`config.mk`:
```
export PLATFORM = sky130hd
export DESIGN_NAME = literal_unescape_parser_flat
export DESIGN_NICKNAME = d
export VERILOG_FILES = /design/src/rtl/lup_pkg.sv /design/src/rtl/lup_in_if.sv /design/src/rtl/lup_out_if.sv /design/src/rtl/lup_cfg_if.sv /design/src/rtl/literal_unescape_parser.sv /design/src/flat_wrapper.sv
export SDC_FILE = /design/constraint.sdc
export NUM_CORES = 1
export LEC_CHECK = 0
export ABC_AREA = 1
export BUFFER_PORTS_ARGS = -buffer_cell sky130_fd_sc_hd__buf_2
export CAP_MARGIN = 20
export CORE_ASPECT_RATIO = 0.7
export CORE_MARGIN = 8
export CORE_UTILIZATION = 53
export DETAILED_ROUTE_END_ITERATION = 10
export PLACE_DENSITY = 0.71
export SETUP_SLACK_MARGIN = 0.4
export SYNTH_ARGS = -nofsm -noshare
export SYNTH_HDL_FRONTEND = slang
export SYNTH_SLANG_ARGS = --single-unit
```
`constraint.sdc`:
```
create_clock -name clk -period 4.8 [get_ports clk]
set_input_delay 0.72 -clock clk [delete_from_list [all_inputs] [get_ports clk]]
set_output_delay 0.72 -clock clk [all_outputs]
set_load 0.02 [all_outputs]
```
`src/rtl/lup_pkg.sv`:
```
// ----------------------------------------------------------------------------
// lup_pkg
// Shared types, result codes and character constants of the literal
// unescape parser.
// ----------------------------------------------------------------------------
package lup_pkg;

  localparam int LENGTH_BITS = 16;
  localparam int BUF_DEPTH   = 4;   // most results one item can cause
  localparam int BUF_IDX_W   = $clog2(BUF_DEPTH);
  localparam int BUF_CNT_W   = $clog2(BUF_DEPTH + 1);

  typedef logic [7:0]             byte_t;
  typedef logic [3:0]             rkind_t;
  typedef logic [LENGTH_BITS-1:0] len_t;

  // result kinds
  localparam rkind_t RK_BYTE      = 4'd0;
  localparam rkind_t RK_DONE      = 4'd1;
  localparam rkind_t RK_NOT_LIT   = 4'd2;
  localparam rkind_t RK_EOF       = 4'd3;
  localparam rkind_t RK_NEWLINE   = 4'd4;
  localparam rkind_t RK_HEX_EMPTY = 4'd5;
  localparam rkind_t RK_HEX_SHORT = 4'd6;
  localparam rkind_t RK_DANGLING  = 4'd7;
  localparam rkind_t RK_CHAR_LONG = 4'd8;
  localparam rkind_t RK_CHAR_EMPTY = 4'd9;
  localparam rkind_t RK_BAD_POINT = 4'd10;

  // literal kinds
  localparam logic LK_STRING = 1'b0;
  localparam logic LK_CHAR   = 1'b1;

  // characters
  localparam byte_t CH_DQUOTE = 8'h22;
  localparam byte_t CH_SQUOTE = 8'h27;
  localparam byte_t CH_BSLASH = 8'h5C;
  localparam byte_t CH_LF     = 8'h0A;
  localparam byte_t CH_CR     = 8'h0D;
  localparam byte_t CH_TAB    = 8'h09;
  localparam byte_t CH_VTAB   = 8'h0B;
  localparam byte_t CH_NUL    = 8'h00;
  localparam byte_t CH_ZERO   = 8'h30;
  localparam byte_t CH_LOW_N  = 8'h6E;
  localparam byte_t CH_LOW_R  = 8'h72;
  localparam byte_t CH_LOW_T  = 8'h74;
  localparam byte_t CH_LOW_V  = 8'h76;
  localparam byte_t CH_LOW_U  = 8'h75;
  localparam byte_t CH_UP_U   = 8'h55;

  localparam logic [3:0] HEX_DIGITS_SHORT = 4'd4;
  localparam logic [3:0] HEX_DIGITS_WIDE  = 4'd8;

  localparam logic [31:0] CP_MAX       = 32'h0010_FFFF;
  localparam logic [31:0] CP_SURR_LO   = 32'h0000_D800;
  localparam logic [31:0] CP_SURR_HI   = 32'h0000_DFFF;

  // {valid, value}
  function automatic logic [4:0] hex_digit(input byte_t b);
    logic [4:0] r;
    r = 5'd0;
    if (b >= 8'h30 && b <= 8'h39)      r = {1'b1, 4'(b - 8'h30)};
    else if (b >= 8'h41 && b <= 8'h46) r = {1'b1, 4'(b - 8'h37)};
    else if (b >= 8'h61 && b <= 8'h66) r = {1'b1, 4'(b - 8'h57)};
    return r;
  endfunction

endpackage

```
`src/rtl/lup_in_if.sv`:
```
// ----------------------------------------------------------------------------
// lup_in_if
// Source byte channel: valid/ready plus one raw byte and end mark.
// ----------------------------------------------------------------------------
interface lup_in_if import lup_pkg::*; ();
  logic  valid;
  logic  ready;
  byte_t source_byte;
  logic  at_end;

  modport source (output valid, output source_byte, output at_end, input ready);
  modport sink   (input valid, input source_byte, input at_end, output ready);
endinterface

```
`src/rtl/lup_out_if.sv`:
```
// ----------------------------------------------------------------------------
// lup_out_if
// Result channel: valid/ready plus one decoded result.
// ----------------------------------------------------------------------------
interface lup_out_if import lup_pkg::*; ();
  logic   valid;
  logic   ready;
  rkind_t result_kind;
  byte_t  data_byte;
  len_t   raw_length;
  logic   last;

  modport source (output valid, output result_kind, output data_byte,
                  output raw_length, output last, input ready);
  modport sink   (input valid, input result_kind, input data_byte,
                  input raw_length, input last, output ready);
endinterface

```
`src/rtl/lup_cfg_if.sv`:
```
// ----------------------------------------------------------------------------
// lup_cfg_if
// Configuration write channel for the literal kind register.
// ----------------------------------------------------------------------------
interface lup_cfg_if import lup_pkg::*; ();
  logic valid;
  logic ready;
  logic literal_kind;

  modport source (output valid, output literal_kind, input ready);
  modport sink   (input valid, input literal_kind, output ready);
endinterface

```
`src/rtl/literal_unescape_parser.sv`:
```
// Latency: first result of a beat is presented the cycle after the input beat.
// Throughput: one input beat per cycle while each beat causes at most one
//   result and out_ch is ready; a beat with N results holds the result buffer
//   until all N are taken (N up to 4, set by UTF-8 expansion of a \u or \U escape).
// Reset: synchronous, active low; parser returns to idle, result buffer empties,
//   literal kind becomes string.
// ----------------------------------------------------------------------------
// literal_unescape_parser
// Decodes one quoted string or char literal, one source byte per beat, with
// escape and UTF-8 handling; results drain from a small result buffer.
// ----------------------------------------------------------------------------
module literal_unescape_parser import lup_pkg::*; (
  input logic      clk,
  input logic      rst_n,
  lup_in_if.sink   in_ch,
  lup_out_if.source out_ch,
  lup_cfg_if.sink  cfg_ch
);

  localparam logic [1:0] PH_IDLE = 2'd0;
  localparam logic [1:0] PH_BODY = 2'd1;
  localparam logic [1:0] PH_ESC  = 2'd2;
  localparam logic [1:0] PH_HEX  = 2'd3;

  logic        kind_r;
  logic [1:0]  phase_r, phase_nxt;
  logic [31:0] hex_value_r, hex_value_nxt;
  logic [3:0]  hex_count_r, hex_count_nxt;
  logic        wide_r, wide_nxt;
  logic [1:0]  cbc_r, cbc_nxt;
  byte_t       char_value_r, char_value_nxt;
  len_t        consumed_r, consumed_nxt;

  rkind_t               buf_kind_r [BUF_DEPTH];
  byte_t                buf_byte_r [BUF_DEPTH];
  len_t                 buf_len_r;
  logic [BUF_CNT_W-1:0] buf_cnt_r;
  logic [BUF_IDX_W-1:0] buf_idx_r;

  // comb decode results
  byte_t                pb [BUF_DEPTH];
  logic [BUF_CNT_W-1:0] pn;
  logic                 term_vld;
  rkind_t               term_kind;
  byte_t                term_byte;
  len_t                 cons_step;
  logic [4:0]           hd;
  logic [31:0]          cp;
  logic [3:0]           hc_inc;
  logic [3:0]           hex_need;
  byte_t                b;
  byte_t                delim;
  rkind_t               res_kind [BUF_DEPTH];
  byte_t                res_byte [BUF_DEPTH];
  logic [BUF_CNT_W-1:0] res_n;

  logic in_fire, out_fire, out_last;

  assign b        = in_ch.source_byte;
  assign delim    = (kind_r == LK_CHAR) ? CH_SQUOTE : CH_DQUOTE;
  assign out_last = ({1'b0, buf_idx_r} + BUF_CNT_W'(1)) == buf_cnt_r;
  assign out_fire = out_ch.valid && out_ch.ready;
  assign in_ch.ready = (buf_cnt_r == '0) || (out_fire && out_last);
  assign in_fire  = in_ch.valid && in_ch.ready;
  assign cfg_ch.ready = 1'b1;

  assign out_ch.valid       = buf_cnt_r != '0;
  assign out_ch.result_kind = buf_kind_r[buf_idx_r];
  assign out_ch.data_byte   = buf_byte_r[buf_idx_r];
  assign out_ch.raw_length  = (buf_kind_r[buf_idx_r] == RK_DONE) ? buf_len_r : '0;
  assign out_ch.last        = out_last;

  always_comb begin
    phase_nxt      = phase_r;
    hex_value_nxt  = hex_value_r;
    hex_count_nxt  = hex_count_r;
    wide_nxt       = wide_r;
    cbc_nxt        = cbc_r;
    char_value_nxt = char_value_r;
    pn        = '0;
    term_vld  = 1'b0;
    term_kind = RK_BYTE;
    term_byte = CH_NUL;
    for (int i = 0; i < BUF_DEPTH; i++) pb[i] = CH_NUL;

    cons_step = (phase_r != PH_IDLE && !in_ch.at_end && consumed_r != '1)
              ? consumed_r + len_t'(1) : consumed_r;
    consumed_nxt = cons_step;

    hd       = hex_digit(b);
    cp       = {hex_value_r[27:0], hd[3:0]};
    hc_inc   = hex_count_r + 4'd1;
    hex_need = wide_r ? HEX_DIGITS_WIDE : HEX_DIGITS_SHORT;

    unique case (phase_r)
      PH_IDLE: begin
        if (in_ch.at_end || b != delim) begin
          term_vld  = 1'b1;
          term_kind = RK_NOT_LIT;
        end else begin
          consumed_nxt   = len_t'(1);
          cbc_nxt        = 2'd0;
          char_value_nxt = CH_NUL;
          hex_value_nxt  = '0;
          hex_count_nxt  = '0;
          wide_nxt       = 1'b0;
          phase_nxt      = PH_BODY;
          if (kind_r == LK_STRING) begin
            term_vld  = 1'b1;
            term_kind = RK_BYTE;
            term_byte = CH_DQUOTE;
          end
        end
      end
      PH_BODY: begin
        if (in_ch.at_end) begin
          term_vld  = 1'b1;
          term_kind = RK_EOF;
        end else if (b == CH_LF) begin
          term_vld  = 1'b1;
          term_kind = RK_NEWLINE;
        end else if (b == CH_BSLASH) begin
          phase_nxt = PH_ESC;
        end else if (b == delim) begin
          term_vld = 1'b1;
          if (kind_r == LK_STRING) begin
            term_kind = RK_DONE;
            term_byte = CH_DQUOTE;
          end else if (cbc_r == 2'd0) begin
            term_kind = RK_CHAR_EMPTY;
          end else if (cbc_r > 2'd1) begin
            term_kind = RK_CHAR_LONG;
          end else begin
            term_kind = RK_DONE;
            term_byte = char_value_r;
          end
          // done and both char errors all go idle
          phase_nxt = PH_IDLE;
        end else begin
          pn    = BUF_CNT_W'(1);
          pb[0] = b;
        end
      end
      PH_ESC: begin
        if (in_ch.at_end) begin
          term_vld  = 1'b1;
          term_kind = RK_DANGLING;
        end else begin
          phase_nxt = PH_BODY;
          pn        = BUF_CNT_W'(1);
          unique case (b)
            CH_BSLASH: pb[0] = CH_BSLASH;
            CH_ZERO:   pb[0] = CH_NUL;
            CH_SQUOTE: pb[0] = CH_SQUOTE;
            CH_DQUOTE: pb[0] = CH_DQUOTE;
            CH_LOW_N:  pb[0] = CH_LF;
            CH_LOW_R:  pb[0] = CH_CR;
            CH_LOW_T:  pb[0] = CH_TAB;
            CH_LOW_V:  pb[0] = CH_VTAB;
            CH_LOW_U, CH_UP_U: begin
              pn            = '0;
              hex_value_nxt = '0;
              hex_count_nxt = '0;
              wide_nxt      = (b == CH_UP_U);
              phase_nxt     = PH_HEX;
            end
            default: begin
              // unknown escape: backslash passes, then the byte as body text
              // (both quotes and backslash are escapes, so no close here)
              pb[0] = CH_BSLASH;
              if (b == CH_LF) begin
                term_vld  = 1'b1;
                term_kind = RK_NEWLINE;
              end else begin
                pn    = BUF_CNT_W'(2);
                pb[1] = b;
              end
            end
          endcase
        end
      end
      PH_HEX: begin
        if (in_ch.at_end || !hd[4]) begin
          term_vld  = 1'b1;
          term_kind = (hex_count_r == '0) ? RK_HEX_EMPTY : RK_HEX_SHORT;
        end else begin
          hex_value_nxt = cp;
          hex_count_nxt = hc_inc;
          if (hc_inc >= hex_need) begin
            phase_nxt = PH_BODY;
            if (cp == '0) begin
              pn = '0;
            end else if (cp > CP_MAX || (cp >= CP_SURR_LO && cp <= CP_SURR_HI)) begin
              term_vld  = 1'b1;
              term_kind = RK_BAD_POINT;
            end else if (cp < 32'h80) begin
              pn    = BUF_CNT_W'(1);
              pb[0] = cp[7:0];
            end else if (cp < 32'h800) begin
              pn    = BUF_CNT_W'(2);
              pb[0] = {3'b110, cp[10:6]};
              pb[1] = {2'b10, cp[5:0]};
            end else if (cp < 32'h1_0000) begin
              pn    = BUF_CNT_W'(3);
              pb[0] = {4'b1110, cp[15:12]};
              pb[1] = {2'b10, cp[11:6]};
              pb[2] = {2'b10, cp[5:0]};
            end else begin
              pn    = BUF_CNT_W'(4);
              pb[0] = {5'b11110, cp[20:18]};
              pb[1] = {2'b10, cp[17:12]};
              pb[2] = {2'b10, cp[11:6]};
              pb[3] = {2'b10, cp[5:0]};
            end
          end
        end
      end
    endcase

    // any error result returns to idle
    if (term_vld && term_kind != RK_BYTE && term_kind != RK_DONE) phase_nxt = PH_IDLE;

    // char mode: bytes only count, first one kept
    if (kind_r == LK_CHAR) begin
      for (int i = 0; i < BUF_DEPTH; i++) begin
        if (BUF_CNT_W'(i) < pn) begin
          if (cbc_nxt == 2'd0) char_value_nxt = pb[i];
          if (cbc_nxt < 2'd2)  cbc_nxt = cbc_nxt + 2'd1;
        end
      end
    end

    // assemble result list: bytes first, terminal result after
    for (int i = 0; i < BUF_DEPTH; i++) begin
      res_kind[i] = RK_BYTE;
      res_byte[i] = pb[i];
    end
    res_n = (kind_r == LK_STRING) ? pn : '0;
    if (term_vld) begin
      res_kind[res_n[BUF_IDX_W-1:0]] = term_kind;
      res_byte[res_n[BUF_IDX_W-1:0]] = term_byte;
      res_n = res_n + BUF_CNT_W'(1);
    end
  end

  always_ff @(posedge clk) begin
    if (!rst_n) begin
      kind_r       <= LK_STRING;
      phase_r      <= PH_IDLE;
      hex_value_r  <= '0;
      hex_count_r  <= '0;
      wide_r       <= 1'b0;
      cbc_r        <= '0;
      char_value_r <= CH_NUL;
      consumed_r   <= '0;
      buf_cnt_r    <= '0;
      buf_idx_r    <= '0;
    end else begin
      if (cfg_ch.valid) kind_r <= cfg_ch.literal_kind;
      if (in_fire) begin
        phase_r      <= phase_nxt;
        hex_value_r  <= hex_value_nxt;
        hex_count_r  <= hex_count_nxt;
        wide_r       <= wide_nxt;
        cbc_r        <= cbc_nxt;
        char_value_r <= char_value_nxt;
        consumed_r   <= consumed_nxt;
        buf_cnt_r    <= res_n;
        buf_idx_r    <= '0;
      end else if (out_fire) begin
        if (out_last) begin
          buf_cnt_r <= '0;
          buf_idx_r <= '0;
        end else begin
          buf_idx_r <= buf_idx_r + BUF_IDX_W'(1);
        end
      end
    end
  end

  // result payload, no reset needed
  always_ff @(posedge clk) begin
    if (in_fire) begin
      for (int i = 0; i < BUF_DEPTH; i++) begin
        buf_kind_r[i] <= res_kind[i];
        buf_byte_r[i] <= res_byte[i];
      end
      buf_len_r <= cons_step;
    end
  end

endmodule

```
`src/flat_wrapper.sv`:
```
// flat-port wrapper written by rule: the top's interface ports become plain ports
module literal_unescape_parser_flat import lup_pkg::*;
  (clk, rst_n, in_ch_valid, in_ch_source_byte, in_ch_at_end, in_ch_ready, out_ch_valid, out_ch_result_kind, out_ch_data_byte, out_ch_raw_length, out_ch_last, out_ch_ready, cfg_ch_valid, cfg_ch_literal_kind, cfg_ch_ready);
  lup_in_if in_ch_i ();
  lup_out_if out_ch_i ();
  lup_cfg_if cfg_ch_i ();
  input logic clk;
  input logic rst_n;
  input wire logic [$bits(in_ch_i.valid)-1:0] in_ch_valid;
  input wire logic [$bits(in_ch_i.source_byte)-1:0] in_ch_source_byte;
  input wire logic [$bits(in_ch_i.at_end)-1:0] in_ch_at_end;
  output wire logic [$bits(in_ch_i.ready)-1:0] in_ch_ready;
  output wire logic [$bits(out_ch_i.valid)-1:0] out_ch_valid;
  output wire logic [$bits(out_ch_i.result_kind)-1:0] out_ch_result_kind;
  output wire logic [$bits(out_ch_i.data_byte)-1:0] out_ch_data_byte;
  output wire logic [$bits(out_ch_i.raw_length)-1:0] out_ch_raw_length;
  output wire logic [$bits(out_ch_i.last)-1:0] out_ch_last;
  input wire logic [$bits(out_ch_i.ready)-1:0] out_ch_ready;
  input wire logic [$bits(cfg_ch_i.valid)-1:0] cfg_ch_valid;
  input wire logic [$bits(cfg_ch_i.literal_kind)-1:0] cfg_ch_literal_kind;
  output wire logic [$bits(cfg_ch_i.ready)-1:0] cfg_ch_ready;
  assign in_ch_i.valid = in_ch_valid;
  assign in_ch_i.source_byte = in_ch_source_byte;
  assign in_ch_i.at_end = in_ch_at_end;
  assign in_ch_ready = in_ch_i.ready;
  assign out_ch_valid = out_ch_i.valid;
  assign out_ch_result_kind = out_ch_i.result_kind;
  assign out_ch_data_byte = out_ch_i.data_byte;
  assign out_ch_raw_length = out_ch_i.raw_length;
  assign out_ch_last = out_ch_i.last;
  assign out_ch_i.ready = out_ch_ready;
  assign cfg_ch_i.valid = cfg_ch_valid;
  assign cfg_ch_i.literal_kind = cfg_ch_literal_kind;
  assign cfg_ch_ready = cfg_ch_i.ready;
  literal_unescape_parser u_core (.clk(clk), .rst_n(rst_n), .in_ch(in_ch_i), .out_ch(out_ch_i), .cfg_ch(cfg_ch_i));
endmodule
```
# Yosys cells after proc, flatten, opt, wreduce, memory -nomap -nowiden
# Memories as Yosys holds them, arrays and structs flattened. A register that Yosys moved wholly into a read port is not among the register bits.
# Index checks and enable logic that the tools add are counted.
[op_classes]
mux = 155
n_eq_ne = 31
magnitude_cmp = 24
reduce_logical = 43
n_addsub = 12
bitwise_logic = 3
[op_table]
columns = ["cell", "n"]
rows = [
  ["$mux 8", 28],
  ["$mux 32", 5],
  ["$mux 16", 7],
  ["$mux 28", 4],
  ["$pmux 28 s3", 1],
  ["$mux 4", 19],
  ["$mux 2", 32],
  ["$eq 8x7->1 const B", 7],
  ["$mux 3", 18],
  ["$pmux 7 s7", 1],
  ["$bwmux 32", 1],
  ["$ge 32x16->1 const B", 1],
  ["$gt 32x21->1 const B", 1],
  ["$le 32x16->1 const B", 1],
  ["$logic_not 32->1", 1],
  ["$lt 32x12->1 const B", 1],
  ["$lt 32x17->1 const B", 1],
  ["$lt 32x8->1 const B", 1],
  ["$pmux 8 s2", 2],
  ["$eq 8x6->1 const B", 3],
  ["$mux 24", 1],
  ["$pmux 8 s3", 1],
  ["$mux 21", 1],
  ["$mux 1", 19],
  ["64 further kinds", 111],
]
[totals]
ram_bits = 48
elab_cells = 281
n_memories = 2
ff_bits = 83
output_inout_bits = 32
[memory_table]
columns = ["memory", "depth", "width", "rd", "rd_clocked_by_memory_dff", "write_ports", "line", "text"]
rows = [
  ["u_core.buf_byte_r", 4, 8, 1, 1, 4, "literal_unescape_parser.sv:35", "byte_t buf_byte_r [BUF_DEPTH];"],
  ["u_core.buf_kind_r", 4, 4, 1, 1, 4, "literal_unescape_parser.sv:34", "rkind_t buf_kind_r [BUF_DEPTH];"],
]

# Logic depth before layout (Yosys ltp)
# Gate-level depths: netlist (run 1).
[logic_depth]
ltp_word = 29
mapped_depth = 29

# Least setup slack after synthesis (run 1)
# Ideal clock, no wire load.
[synth_timing]
path_kind = "register to register"
start = "register u_core.buf_idx_r[0]"
end = "register u_core.char_value_r[4]"
slack_ns = 0.644
n_path_buf = 1
arrival_time_ns = 4.028
t_required_ns = 4.673
path_stages_with_launch = 13
path_cell_list = "dfxtp_1 > ha_1 > xnor2_1 > nand3_1 > nor2_1 > inv_1 > nand2_1 > nand2_1 > inv_2 > clkbuf_1 > o21ai_0 > a21oi_1 > nor2_1"
[synth_via]
elab_chain_cells = 5
[synth_lines]
columns = ["element", "line", "text"]
rows = [
  ["start, declared", "literal_unescape_parser.sv:38", "logic [BUF_IDX_W-1:0] buf_idx_r;"],
  ["start signal, assigned", "literal_unescape_parser.sv:275", "buf_idx_r <= buf_idx_r + BUF_IDX_W'(1);"],
  ["$add 2x1->3", "literal_unescape_parser.sv:61", "assign out_last = ({1'b0, buf_idx_r} + BUF_CNT_W'(1)) == buf_cnt_r;"],
  ["$eq 3x3->1", "literal_unescape_parser.sv:61", ""],
  ["$logic_and 1x1->1", "literal_unescape_parser.sv:63", "assign in_ch.ready = (buf_cnt_r == '0) || (out_fire && out_last);"],
  ["$logic_or 1x1->1", "literal_unescape_parser.sv:63", ""],
  ["net in_ch_ready", "flat_wrapper.sv:12", "output wire logic [$bits(in_ch_i.ready)-1:0] in_ch_ready;"],
  ["$logic_and 1x1->1", "literal_unescape_parser.sv:64", "assign in_fire = in_ch.valid && in_ch.ready;"],
  ["net u_core.in_fire", "literal_unescape_parser.sv:57", "logic in_fire, out_fire, out_last;"],
  ["end signal, assigned", "literal_unescape_parser.sv:266", "char_value_r <= char_value_nxt;"],
  ["end, declared", "literal_unescape_parser.sv:31", "byte_t char_value_r, char_value_nxt;"],
]
# The timed path passes the listed nets, and every way through them passes these cells.
# A chain may end at the register's enable or synchronous reset.

# Worst setup path in the final report (run 1)
[layout_timing]
start = "register u_core.hex_count_r[0]"
end = "register u_core.char_value_r[0]"
[layout_via]
elab_chain_cells = 20
[layout_lines]
columns = ["element", "line", "text"]
rows = [
  ["start, declared", "literal_unescape_parser.sv:28", "logic [3:0] hex_count_r, hex_count_nxt;"],
  ["start signal, assigned", "literal_unescape_parser.sv:263", "hex_count_r <= hex_count_nxt;"],
  ["$add 4x1->4 (*)", "literal_unescape_parser.sv:92", "hc_inc = hex_count_r + 4'd1;"],
  ["$ge 4x4->1 (*)", "literal_unescape_parser.sv:189", "if (hc_inc >= hex_need) begin"],
  ["$mux 3", "literal_unescape_parser.sv:189", ""],
  ["$mux 3", "literal_unescape_parser.sv:183", "if (in_ch.at_end || !hd[4]) begin"],
  ["$pmux 3 s3", "literal_unescape_parser.sv:95", "unique case (phase_r)"],
  ["$lt 1x3->1", "literal_unescape_parser.sv:226", "if (BUF_CNT_W'(i) < pn) begin"],
  ["$mux 2", "literal_unescape_parser.sv:226", ""],
  ["$mux 2", "literal_unescape_parser.sv:224", "if (kind_r == LK_CHAR) begin"],
  ["[... 4 more ...]", "--", ""],
  ["$add 2x1->2 / $lt 2x2->1 (equally long branches)", "literal_unescape_parser.sv:228", "if (cbc_nxt < 2'd2) cbc_nxt = cbc_nxt + 2'd1;"],
  ["$mux 2", "literal_unescape_parser.sv:228", ""],
  ["$mux 2", "literal_unescape_parser.sv:226", ""],
  ["$mux 2", "literal_unescape_parser.sv:224", ""],
  ["$logic_not 2->1", "literal_unescape_parser.sv:227", "if (cbc_nxt == 2'd0) char_value_nxt = pb[i];"],
  ["$mux 8", "literal_unescape_parser.sv:227", ""],
  ["$mux 8 (*)", "literal_unescape_parser.sv:226", ""],
  ["$mux 8 (*)", "literal_unescape_parser.sv:224", ""],
]
# Every way passes the cells marked *; elsewhere a longest branch is shown, timed or not. The select of a mux whose other input is x is not followed.

==> reports/metrics.yaml, run 1 <==
status: "finished, final reports clean"
cp.required_ns: 5.12
nFillCells: 1416
min_from: "u_core.hex_value_r[26]"
grt_usage_pct: 24.5
synth_common_cells: "nand2_1, nor2_1, inv_1"
start_util_pct: 54.0
ys_warn_count: 0
final_cells: 1359
cts_hold_buf: 0
gp_congestion: 1.03
portBuffers: 45
worstSetupStartpoint: "u_core.hex_count_r[0]"
antenna_found_initial: 0
rsz0062_at_grt: "no"
final_hold_viol_count: 0
tightest_slew_ns: 0.995
dp.final_hpwl_um: 17900
skew_ns: 0.00963
setup_viol: 0
ctsRootBufferMaster: "clkbuf_16"
clk_latency_ns: 0.43
seq_area_um2: 3300
post-route-min-period_ns: 4.02
tns_ns: 0
overflow: 0
cts_buffers: 17
post_synth_main_area_contributors: "edfxtp_1, dfxtp_1, nand2_1"
layout.nets: 1185
preCtsSetupSlack_ns: 0.511
hp-class: "reg -> reg"
yosysTopAreaCell: "edfxtp_1"
synth_area_um2: 8350
ctsHtreeMaxLevel: 4
cap_violations: 0
diodes: 0
vias: 7987
drt-total-wl_um: 24400
placed_area_um2: 8730
drt-initial-drc-count: 996
worstPathMaxFanout: 13
syn_to_final_growth_pct: 11.4
yosysTopAreaCellShare_pct: 23.0
ir_drop_uv: 271
ios: 47
post_cts_buffers: 0
cts_tree: "built"
yosysMostFrequentCell: "nand2_1"
worst_slack_ns: 0.783
path_clk_slew_ns: 0.06
drtAntennaViolNets: 0
period_share_pct: 83.7
num_rows: 38
synth_area_per_cell_um2: 7.51
worstSetupPathType: "reg -> reg"
grt_max_degree: 82
synth-edff-count: 64
p_leak_nw: 3.95
die_w_um: 166
slew_violations: 0
multi_input_area_um2: 4310
syn_inst: 1112
power-per-cell-area_nw_per_um2: 557
cts-resized-gates: 0
r2r-start: "u_core.hex_count_r[0]"
design_area_um2: 9300
drt_pass1_iterations: 5
dieArea_um2: 20100
synth_seq_area_share_pct: 39.6
critical_path_arrival_ns: 4.34
grt_pass1_vias: 7244
wire_per_inst_um: 18.0
max_freq_ghz: 0.249
cts_buffer_depth: 2
synth-seq-cells: 133
vias_per_cell: 5.88
slew_headroom_pct: 32.0
ys_types: 58
core_um2: 15500
startpoint_type: "register"
layout-drive-gt1-share_pct: 14.2
drc: 0
grt_pass1_wl_um: 39700
synth_flop_cell: "dfxtp_1"
die_h_um: 121
critPathCaptureType: "register"
clock_sinks: 133
synth_async_sr_flop_share_pct: 0
dp.cells: 1327
synth_nets: 1151
[metrics by stage]
step	hold WS, ns	util [%]	total power [mW]
detailed placement	0.458	56.5	3.85
global placement	0.448	56.5	3.86
global route	0.478	60.2	5.50
floorplan	0.437	-	3.25
finish	0.463	60.2	5.18
CTS	0.466	60.2	5.13
[cells by family (layout without fill, tap and decap cells)]
logic type	Yosys count	count (layout)	synth area share, %
AOI/OAI and AO/OA	251	251	17.9
xor gates and xnor gates	20	20	2.10
adders and majority gates	24	24	3.60
buffers and inverters	189	236	8.88
DFF	133	133	39.6
muxes	5	5	0.599
other	1	1	0.0449
and+or+nand+nor	489	489	27.3
[path summary, 6_finish.rpt]
path / end / cells past startpoint / slack (ns)
worst max-delay path: u_core.char_value_r[0] / 26 / 0.78
worst min-delay path: u_core.hex_value_r[26] / 2 / 0.46
worst max register to register: u_core.char_value_r[0] / 26 / 0.78
worst min register to register: u_core.hex_value_r[26] / 2 / 0.46
[where the power goes]
part           total [mW]  switching [mW]  internal (mW)
Combinational        2.30            1.68          0.617
Sequential           1.60           0.110           1.49
Clock                1.28           0.557          0.724
Total                5.18            2.35           2.83
[layout make-up]
type,instances,area share (%)
Tap cell,200,2.69
Multi-Input combinational cell,790,46.3
Clock inverter,15,1.60
Inverter,148,6.00
Clock buffer,17,4.57
Sequential cell,133,35.5
Timing Repair Buffer,56,3.31
[cell usage in the layout, fill, tap and decap left out, types with 5 or more instances in the layout]
cell / netlist / final
a2111oi_0: 5 / 5
a211oi_1: 15 / 15
a21oi_1: 65 / 65
buf_2: 6 / 45
buf_4: 1 / 11
clkbuf_16: 0 / 17
clkinv_1: 4 / 5
clkinv_4: 0 / 5
dfxtp_1: 69 / 69
edfxtp_1: 64 / 64
ha_1: 24 / 24
inv_1: 125 / 125
inv_2: 18 / 18
mux2i_1: 5 / 5
nand2_1: 182 / 182
nand2_2: 12 / 12
nand2_4: 5 / 5
nand3_1: 80 / 80
nand3_2: 12 / 12
nand4_1: 22 / 22
nor2_1: 136 / 136
nor2_2: 9 / 9
nor2_4: 5 / 5
nor3_1: 13 / 13
o21ai_0: 93 / 93
o21ai_1: 10 / 10
o22ai_1: 21 / 21
xor2_1: 17 / 17
[flip-flops by register name (all words and copies together), names as in the netlist, named ones only]
name	flops
u_core.buf_len_r	16
u_core.wide_r	1
u_core.cbc_r	2
u_core.hex_count_r	4
u_core.char_value_r	8
u_core.buf_byte_r	32
u_core.buf_cnt_r	3
u_core.buf_kind_r	16
u_core.phase_r	2
u_core.kind_r	1
u_core.buf_idx_r	2
u_core.consumed_r	16
u_core.hex_value_r	28
[per-layer routing]
layer  wire length (um)  vias up  global-route usage [%]
met4                398        0                    6.06
met5                  0        -                       0
li1                   -     3848                       -
met2               9660      428                    33.4
met1              11600     3670                    36.9
met3               2740       41                    6.79
[worst max-delay path, stage by stage, from the launching register on]
cell and delay [ns]:
dfxtp_1 0.37, nand3_1 0.10, xor2_1 0.16, ha_1 0.32, inv_1 0.06, o21ai_1 0.05, a31oi_1 0.52, inv_2 0.09
nand3_2 0.12, nor2_1 0.04, nand2_1 0.08, inv_2 0.07, o21ai_4 0.27, nand2_4 0.12, nand2_4 0.11, nand3_4 0.18
o21ai_2 0.13, inv_2 0.05, o21ai_1 0.14, ha_1 0.16, nand2_1 0.23, inv_1 0.19, nand2_1 0.06, nand2_1 0.05
inv_1 0.04, a21oi_1 0.14, nor2_1 0.05
No activity file was read; power rests on OpenSTA's default activity.
==> inputs of run 2 (changes only) <==
clock period = 3.8 ns   (was 4.8 ns; I/O delays follow)
==> run 2 against run 1 <==
Against the previous run: utilization up 3.3 points; global-route usage rose by 0.45 points; clock skew is 0.0045 ns lower; critical path depth is the same; highest routed layer unchanged.
==> reports/metrics.yaml, run 2 (same netlist as run 1, synthesis figures left out) <==
preCtsSetupSlack_ns: -0.00286
hp-class: "in -> reg"
mostFrequentLayoutCells: "nand2_1, nor2_1, inv_1, o21ai_0, nand3_1"
multi_input_area_um2: 4540
reg_top3: "u_core.buf_byte_r (32), u_core.hex_value_r (28)"
max_freq_ghz: 0.301
layout.nets: 1217
critPathBufInv: 6
drtAntennaViolNets: 0
clock_sinks: 133
cts_buffer_depth: 2
p_leak_nw: 4.13
top_register: "u_core.buf_byte_r"
cts_hold_buf: 0
cp.required_ns: 4.12
whs_path_depth: 3
cp.depth: 26
status: "finished, final reports clean"
final_hold_viol_count: 0
worst_slack_ns: 0.483
cts_tree: "built"
die_h_um: 121
core_um2: 15500
internal_power_mw: 3.83
crit_family: "compound AO/OA/AOI/OAI gates"
worstSetupStartpoint: "u_core.hex_count_r[2]"
tightest_slew_ns: 1.02
path_clk_slew_ns: 0.06
p_switching_mw: 3.09
seq_area_um2: 3320
tns_ns: 0
syn_to_final_growth_pct: 17.5
antenna_found_initial: 0
grt_pass1_vias: 7209
drt_pass1_iterations: 5
fin_util_pct: 63.5
wire_per_inst_um: 18.4
clockPowerShare_pct: 24.4
skew_ns: 0.00509
r2r-start: "u_core.hex_count_r[2]"
crit_path_max_incr_delay_ns: 0.39
design_area_um2: 9810
largest_reg_flops: 32
r2r.worst_path.cells: 26
grt_usage_pct: 25.0
grt_pass1_wl_um: 40000
dp.final_hpwl_um: 18800
worstPathMaxFanout: 5
clk_latency_ns: 0.43
layout-drive-gt1-share_pct: 20.0
period_share_pct: 87.3
worstSetupPathType: "reg -> reg"
post-route-min-period_ns: 3.32
drt-total-wl_um: 25600
diodes: 0
pwr-share-comb_pct: 46.0
p_sw_share_pct: 44.6
min_from: "cfg_ch_literal_kind"
gp_congestion: 0.984
final_common_cell: "nand2_1"
ctsRootBufferMaster: "clkbuf_16"
power-per-cell-area_nw_per_um2: 705
slew_headroom_pct: 30.0
slew_violations: 0
rsz0062_at_grt: "yes"
startpoint_type: "register"
num_rows: 38
ios: 47
grt_max_degree: 82
critPathSlowestCell: "dfxtp_4"
vias_per_cell: 5.81
dieArea_um2: 20100
nFillCells: 1369
overflow: 0
placed_area_um2: 8870
drc: 0
ir_drop_uv: 331
seq_power_share_pct: 29.5
drt-initial-drc-count: 872
start_util_pct: 54.0
critPathCaptureType: "register"
ctsHtreeMaxLevel: 4
cap_violations: 0
critical_path_arrival_ns: 3.63
die_w_um: 166
cts_buffers: 17
vias: 8075
setup_viol: 0
portBuffers: 45
[run 2: cell count changes in the layout (fill, tap and decap cells not counted), moves of 4 or more]
| cell | delta |
|---|---|
| buf_4 | +30 |
| ha_1 | -7 |
| nor2_1 | -6 |
| inv_1 | -5 |
| nand2_1 | -5 |
| dfxtp_1 | -4 |
| ha_2 | +4 |
| nand2_2 | +4 |
| nor2_2 | +4 |
[run 2: layer usage]
metal  vias to the layer above  wire, um  track usage (%)  share of wire (%)
met2                       429     10100             33.7                 39
met5                         -         0                0                  0
met1                      3685     12400             37.9                 48
met3                        46      2700             6.50                 11
li1                       3915         -                -                  -
met4                         0       410             6.79                1.6
[run 2: final cells by class]
type	instances	area share, %
timing repair buffer	87	5.57
tap	200	2.55
multi-input combinational	791	46.2
inverter	148	5.80
clock buffer	17	4.34
clock inverter	15	1.71
sequential	133	33.8
[run 2: worst min-delay path, cell delays in order]
cell and delay [ns]:
buf_2 0.07, a21oi_1 0.05, nor2_1 0.07
[run 2: path summary, 6_finish.rpt]
path | endpoint | slack [ns]
setup reg to reg | u_core.char_value_r[0] | 0.48
hold reg to reg | u_core.hex_value_r[24] | 0.47
setup / recovery | u_core.char_value_r[0] | 0.48
hold / removal | u_core.kind_r | 0.37
[run 2: timing repair]
action                                  in CTS  in global routing
cloned                                       0                  1
pin swaps                                    1                 18
endpoints found under the setup margin      24                 25
gates resized for setup                      5                 57
setup buffers                                2                 11
[run 2: power by group through the flow]
stage               combinational, mW  sequential [mW]  clock [mW]
CTS                              2.97             2.02        1.70
global placement                 2.91             2.05           0
finish                           3.18             2.04        1.69
global route                     3.46             2.07        1.77
detailed placement               2.91             2.05           0
floorplan                        2.09             2.01           0
[run 2: stage by stage]
step / total power, mW / hold WS [ns] / instances
after floorplan: 4.10 / 0.437 / 1112
after global placement: 4.96 / 0.453 / 1345
after detailed placement: 4.96 / 0.459 / 1345
after CTS: 6.69 / 0.367 / 1379
after global routing: 7.30 / 0.392 / 1391
final: 6.91 / 0.375 / 1391
